$ cat config.mk
export PLATFORM = sky130hd
export DESIGN_NAME = sstq_chain
export DESIGN_NICKNAME = d
export VERILOG_FILES = /design/src/design/sstq_pkg.sv /design/src/design/sstq_cell.sv /design/src/design/sstq_chain.sv
export SDC_FILE = /design/constraint.sdc
export NUM_CORES = 2
export LEC_CHECK = 0
export ABC_AREA = 1
export BUFFER_PORTS_ARGS = -buffer_cell sky130_fd_sc_hd__buf_2
export CORE_MARGIN = 4
export CORE_UTILIZATION = 35
export DETAILED_ROUTE_END_ITERATION = 8
export PLACE_DENSITY = 0.58
export SYNTH_ARGS = -nofsm -noshare
export SYNTH_HDL_FRONTEND = slang
export SYNTH_HIERARCHICAL = 1
export SYNTH_SLANG_ARGS = --single-unit
$ cat constraint.sdc
create_clock -name clk_i -period 4.5 [get_ports clk_i]
set_clock_uncertainty 0.15 [all_clocks]
set_input_delay 0 -clock clk_i [delete_from_list [all_inputs] [get_ports clk_i]]
set_output_delay 0 -clock clk_i [all_outputs]
set_load 0.005 [all_outputs]
$ cat src/design/sstq_pkg.sv
// sstq_pkg: shared widths, codes and types of the sorted sleep timer queue
// no dependencies; imported by every other file of the block
package sstq_pkg;

  localparam int QUEUE_DEPTH = 16;
  localparam int ID_BITS     = 8;

  localparam int FUNC_W     = 2;
  localparam int TID_W      = 8;
  localparam int SEC_W      = 32;
  localparam int NSEC_W     = 30;
  localparam int TICK_W     = 64;
  localparam int KIND_W     = 3;
  localparam int TPM_W      = 10;
  localparam int PER_W      = 32;
  localparam int CFG_IDX_W  = 2;
  localparam int CFG_DATA_W = 32;

  // seconds to microseconds
  localparam int                  USEC_W     = 20;
  localparam logic [USEC_W-1:0]   US_PER_SEC = 20'd1000000;
  localparam int                  SECUS_W    = SEC_W + USEC_W;

  // nanoseconds / 1000 by reciprocal multiply, exact for values below 2^30
  localparam int                  RECIP_W    = 31;
  localparam logic [RECIP_W-1:0]  NS_RECIP   = 31'd1099511628;
  localparam int                  NS_SHIFT   = 40;
  localparam int                  NSPROD_W   = NSEC_W + RECIP_W;
  localparam int                  NSQ_W      = 21;

  localparam int US_W    = SECUS_W + 1;
  localparam int TPMUL_W = US_W + TPM_W;

  typedef enum logic [FUNC_W-1:0] {
    F_ENQ    = 2'd0,
    F_CANCEL = 2'd1,
    F_TIMER  = 2'd2,
    F_NONE   = 2'd3
  } func_e;

  typedef enum logic [KIND_W-1:0] {
    K_WOKEN    = 3'd0,
    K_ENQ      = 3'd1,
    K_FULL     = 3'd2,
    K_CANCEL   = 3'd3,
    K_NOTFOUND = 3'd4,
    K_REARM    = 3'd5
  } kind_e;

  typedef enum logic [CFG_IDX_W-1:0] {
    CFG_TPM    = 2'd0,
    CFG_PERIOD = 2'd1
  } cfg_reg_e;

  typedef enum logic [1:0] {
    CH_HOLD   = 2'd0,
    CH_INSERT = 2'd1,
    CH_CANCEL = 2'd2,
    CH_POP    = 2'd3
  } chain_op_e;

  typedef struct packed {
    logic               valid;
    logic [TICK_W-1:0]  tick;
    logic [ID_BITS-1:0] id;
  } cell_data_t;

  typedef struct packed {
    chain_op_e          op;
    logic [TICK_W-1:0]  tick;
    logic [ID_BITS-1:0] id;
  } chain_cmd_t;

endpackage

$ cat src/design/sstq_cell.sv
// sstq_cell: one slot of the sorted chain, holds a sleeper and trades with its neighbors
// depends on sstq_pkg
module sstq_cell import sstq_pkg::*; (
  input  logic       clk_i,
  input  logic       rst_ni,
  input  chain_cmd_t cmd_i,
  input  cell_data_t prev_i,
  input  logic       prev_ge_i,
  input  cell_data_t next_i,
  input  logic       hit_i,
  output cell_data_t data_o,
  output logic       ge_o,
  output logic       hit_o
);

  logic               valid_q, valid_d;
  logic [TICK_W-1:0]  tick_q, tick_d;
  logic [ID_BITS-1:0] id_q, id_d;
  logic               match;

  assign data_o = '{valid: valid_q, tick: tick_q, id: id_q};
  // slot holds nothing due at or before the new tick
  assign ge_o   = !(valid_q && (tick_q <= cmd_i.tick));
  assign match  = valid_q && (id_q == cmd_i.id);
  assign hit_o  = hit_i || match;

  always_comb begin
    valid_d = valid_q;
    tick_d  = tick_q;
    id_d    = id_q;
    case (cmd_i.op)
      CH_INSERT: begin
        if (ge_o) begin
          if (prev_ge_i) begin
            valid_d = prev_i.valid;
            tick_d  = prev_i.tick;
            id_d    = prev_i.id;
          end else begin
            valid_d = 1'b1;
            tick_d  = cmd_i.tick;
            id_d    = cmd_i.id;
          end
        end
      end
      CH_CANCEL: begin
        if (hit_o) begin
          valid_d = next_i.valid;
          tick_d  = next_i.tick;
          id_d    = next_i.id;
        end
      end
      CH_POP: begin
        valid_d = next_i.valid;
        tick_d  = next_i.tick;
        id_d    = next_i.id;
      end
      CH_HOLD: ;
      default: ;
    endcase
  end

  always_ff @(posedge clk_i or negedge rst_ni) begin
    if (!rst_ni) begin
      valid_q <= 1'b0;
    end else begin
      valid_q <= valid_d;
    end
  end

  always_ff @(posedge clk_i) begin
    tick_q <= tick_d;
    id_q   <= id_d;
  end

endmodule

$ cat src/design/sstq_chain.sv
// sstq_chain: row of sstq_cell slots kept sorted by wakeup tick, earliest at the head
// depends on sstq_pkg and sstq_cell
module sstq_chain import sstq_pkg::*; (
  input  logic       clk_i,
  input  logic       rst_ni,
  input  chain_cmd_t cmd_i,
  output cell_data_t head_o,
  output logic       full_o,
  output logic       found_o
);

  cell_data_t data [QUEUE_DEPTH];
  cell_data_t prev [QUEUE_DEPTH];
  cell_data_t next [QUEUE_DEPTH];
  logic       ge   [QUEUE_DEPTH];
  logic       pge  [QUEUE_DEPTH];
  logic       hin  [QUEUE_DEPTH];
  logic       hout [QUEUE_DEPTH];

  for (genvar i = 0; i < QUEUE_DEPTH; i++) begin : g_cell
    if (i == 0) begin : g_first
      assign prev[i] = '0;
      assign pge[i]  = 1'b0;
      assign hin[i]  = 1'b0;
    end else begin : g_mid
      assign prev[i] = data[i-1];
      assign pge[i]  = ge[i-1];
      assign hin[i]  = hout[i-1];
    end
    if (i == QUEUE_DEPTH - 1) begin : g_last
      assign next[i] = '0;
    end else begin : g_inner
      assign next[i] = data[i+1];
    end

    sstq_cell u_cell (
      .clk_i     (clk_i),
      .rst_ni    (rst_ni),
      .cmd_i     (cmd_i),
      .prev_i    (prev[i]),
      .prev_ge_i (pge[i]),
      .next_i    (next[i]),
      .hit_i     (hin[i]),
      .data_o    (data[i]),
      .ge_o      (ge[i]),
      .hit_o     (hout[i])
    );
  end

  assign head_o  = data[0];
  assign full_o  = data[QUEUE_DEPTH-1].valid;
  assign found_o = hout[QUEUE_DEPTH-1];

endmodule

After elaboration in Yosys (flattened, before gate mapping)

Index checks and enable logic that the tools add are counted.

Output and inout port bits: 75
Logic and storage cells: 368
Bits in registers: 1168
Input port bits: 76

Equality and inequality tests: 51
Mux-type cells: 189
Reduce and logical (&&, ||, !) cells: 64
Magnitude comparators: 16

Operator list:

| kind               | count |
|---|---|
| $pmux 64 s3        | 16 |
| $mux 64            | 47 |
| $le 64x64->1       | 16 |
| $pmux 8 s3         | 16 |
| $mux 8             | 47 |
| $eq 8x8->1         | 16 |
| $pmux 1 s3         | 16 |
| $reduce_and 3->1   | 16 |
| $mux 1             | 47 |
| $ne 2x2->1 const B | 17 |
| $logic_and 1x1->1  | 32 |
| $ne 2x1->1 const B | 15 |
| $logic_or 1x1->1   | 15 |
| $eq 2x2->1 const B | 2 |
| $reduce_bool 3->1  | 1 |
| $eq 2x1->1 const B | 1 |

Logic depth before layout (Yosys ltp)

Depth after elaboration: 19
Gate-level depth with buffers: 40
Gate-level depth less buffers: 40

By module

Netlist, hierarchy kept.

Modules (own cells, without submodules):

| module                            | seq. area each (um^2) | cells each | area an instance (um^2) | instances |
|---|---|---|---|---|
| sstq_cell at g_cell[0].u_cell ... | 2187.1                | 696        | 5467.7                  | 15 |
| sstq_cell at g_cell[2].u_cell     | 2187.1                | 695        | 5449.0                  | 1 |
| sstq_chain                        | 0.0                   | 1          | 3.8                     | 1 |

Worst setup path after synthesis

Ideal clock, no wire load.

Kind: register to register
Start point: register g_cell[0].u_cell.id_q[0]
End point: register g_cell[15].u_cell.id_q[0], enable pin
Cell stages (with the launch flop): 38
Clock period less this slack: 4.687 ns
Setup slack: -0.187 ns
Setup time: 0.426 ns
Required time: 3.924 ns
Path buffers: 0
Arrival: 4.111 ns
Cell sequence: edfxtp_1 > xor2_1 > nor4_1 > nand3_1 > nand2_1 > inv_1 > nand2_1 > inv_1 > nand2_1 > inv_1 > nand2_1 > inv_1 > nand2_1 > inv_1 > nand2_1 > inv_1 > nand2_1 > inv_1 > (+2 left out) > nand2_1 > inv_1 > nand2_1 > inv_1 > nand2_1 > inv_1 > nand2_1 > inv_1 > nand2_1 > inv_1 > nand2_1 > inv_1 > nand2_1 > inv_1 > nand2_1 > a21o_1 > nand2_2 > inv_1

RTL lines:

| element                | RTL line        | source |
|---|---|---|
| from (decl)            | sstq_cell.sv:18 | `logic [ID_BITS-1:0] id_q, id_d;` |
| from (signal assigned) | sstq_cell.sv:72 | `id_q <= id_d;` |
| to (signal assigned)   | sstq_cell.sv:72 |  |
| to (decl)              | sstq_cell.sv:18 |  |

==> impl_results.md <==
- Fin area: around 100000 um2
- Avg WL per Cell: roughly 17 um
- Buffers from clock root to sink, at most: 3
- Run status: completed
- Worst-Margin Slew: just over 1 ns
- Leading cell type in the layout, fill and taps excluded: a21oi_1
- Chip height: around 500 um
- Final hold violations: 0
- Placeable core region: around 250000 um2
- Final wirelength: roughly 260000 um
- Cell count after placement: between 10000 and 15000
- Post-Place Cell Area: about 94000 um2
- Type of the tightest min-delay check: in2reg
- TritonCTS clock tree: done
- Fraction of layout cells with a size suffix above 1: around 7.3%
- Critical path launch point type: flop
- CP peak stage delay: ~0.40 ns
- Clock transition time at the flip-flop clock pins of the worst setup and hold paths: 0.06 ns
- Critical path start-end classification: reg2out
- Site Rows: around 180
- Routability Congestion: roughly 0.84
- Leakage dissipation: roughly 0.043 uW
- DR DRC count: 0
- Overall via count from detail_route: ~75000
- Kind of end point of the critical path: output port
- Number of filler instances in the final layout: ~25000
- Number of buffers inserted by port buffering: 150
- Final setup violation count: 0
- Final core occ: between 30% and 40%
- First drt pass iteration count: 8
- Number of maximum-capacitance violations: 0
- Wire length of the first global-routing pass: 409000 um
- Total global-route track usage: between 15 and 20%
- Synthesized instance count: between 10000 and 15000
- Largest fanout on the critical path: 2
- Mean instance size in the synthesized netlist: 7.85 um2
- Required time of the critical path: 4.35 ns
- Die span in x: roughly 510 um
- Level count of the clock H-tree: 4
- Maximum number of pins on one net before global-route repair: 157
- Number of global-route vias before repair: around 72000
- Clock latency reported for the late side of the worst-skew pair: approximately 0.8 ns
- CTS buffer count: 140
- Most repeated library cell on the critical path: inv_1
- DIE AREA: 258000 um2
- Number of nets with antenna violations after detailed routing: 0
- Maximum clock frequency: 0.235 GHz
- Summed instance area of the synthesized netlist: slightly below 90000 um2
- Hold slack: 0.0730 ns
- Max Slew Vio Count: 0
- Slowest-stage cell, CP: edfxtp_1
- Final std cells w/o fill: about 15000
- Final layout net count: between 10000 and 15000
- Master cell of the clock root buffer: clkbuf_16
- GRT overflow: 0
- I/O Pins: 151
- PD cells: 467 nW/um2
- Initial antenna violation count: 21
- Commonest non-fill, non-tap cells in the layout: a21oi_1, nand2_1, nor2_1
- Detailed-placement wirelength estimate: 191000 um
- Final period utilization: a little over nine tenths
- Count of clock tree sinks: 1168
- Final Critical Period: 4.25 ns
- Arrival time of data at the critical path endpoint: 4.10 ns
- Synth warn: 6
- Initial core utilization: 35.2%
- Tightest slew margin relative to the limit: around a third
- Detail-routed via count per cell: between 5 and 6
- Synth-to-layout area growth: 13.2%
- Maximum resistive drop on vdd: 0.403 mV
- Initial drt markers: ~6600
-- flip-flops by register name (all words and copies together), names as in the netlist --
signal,count
g_cell.u_cell/tick_q,1024
g_cell.u_cell/valid_q,16
g_cell.u_cell/id_q,128
-- cell type report --
class,count,area (um2),area share [%]
inverters,1281,4820,4.86
clock buffers,194,3960,4.00
clock inverters,57,556,0.561
well taps,3330,4170,4.21
repair buffers,515,4250,4.29
flip-flops and latches,1168,35000,35.3
diodes,9,22.5,0.0227
multi-input cells,8321,46300,46.7
-- worst paths after layout --
kind                                               from  slack, ns  depth (start not counted)                      endpoint
max reg2reg                    g_cell[0].u_cell/id_q[6]       0.35                         39  g_cell[15].u_cell/tick_q[54]
min in group asynchronous                        rst_ni       0.10                          4     g_cell[15].u_cell/valid_q
max                            g_cell[0].u_cell/id_q[6]       0.25                         37                       found_o
min reg2reg                g_cell[15].u_cell/tick_q[50]       0.46                          2  g_cell[14].u_cell/tick_q[50]
min                                           cmd_i[18]       0.07                          4  g_cell[15].u_cell/tick_q[10]
max in group asynchronous                        rst_ni       3.91                          4      g_cell[4].u_cell/valid_q
-- metal layers --
metal | up-vias | track usage [%] | part of all wire [%]
met5 | - | 0 | 0.049
met2 | 1941 | 29.2 | 41
li1 | 38200 | - | -
met1 | 34200 | 29.3 | 51
met4 | 22 | 4.19 | 1.9
met3 | 272 | 2.28 | 5.7
-- worst max-delay path: cells and delay by family (launching register included) --
| kind | cells | cell delay (ns) |
|---|---|---|
| and+or+nand+nor | 19 | 1.71 |
| buffers and inverters | 17 | 1.02 |
| DFF | 1 | 0.40 |
| xor gates and xnor gates | 1 | 0.19 |
-- power by group --
| group | switching (uW) | internal, uW |
|---|---|---|
| Clock | 4740 | 6750 |
| Combinational | 9920 | 5790 |
| Sequential | 2910 | 16100 |
| Total | 17600 | 28700 |
-- per-stage QoR --
step / TNS (ns) / setup slack [ns] / total power [uW]
finish: 0 / 0.248 / 46200
global route: -0.0263 / -0.0263 / 49700
CTS: 0 / 0.0298 / 46500
detailed placement: 0 / 0.300 / 34800
global placement: 0 / 0.202 / 34400
floorplan: 0 / 0.0381 / 29400
-- repair_timing --
action | in CTS | in global routing
setup buffers | 0 | 4
hold buffers | 79 | 0
endpoints found under the hold margin | 1181 | 0
setup endpoints to repair | 0 | 74
resized for setup | 0 | 13
Power figures use the tool's default switching activity.
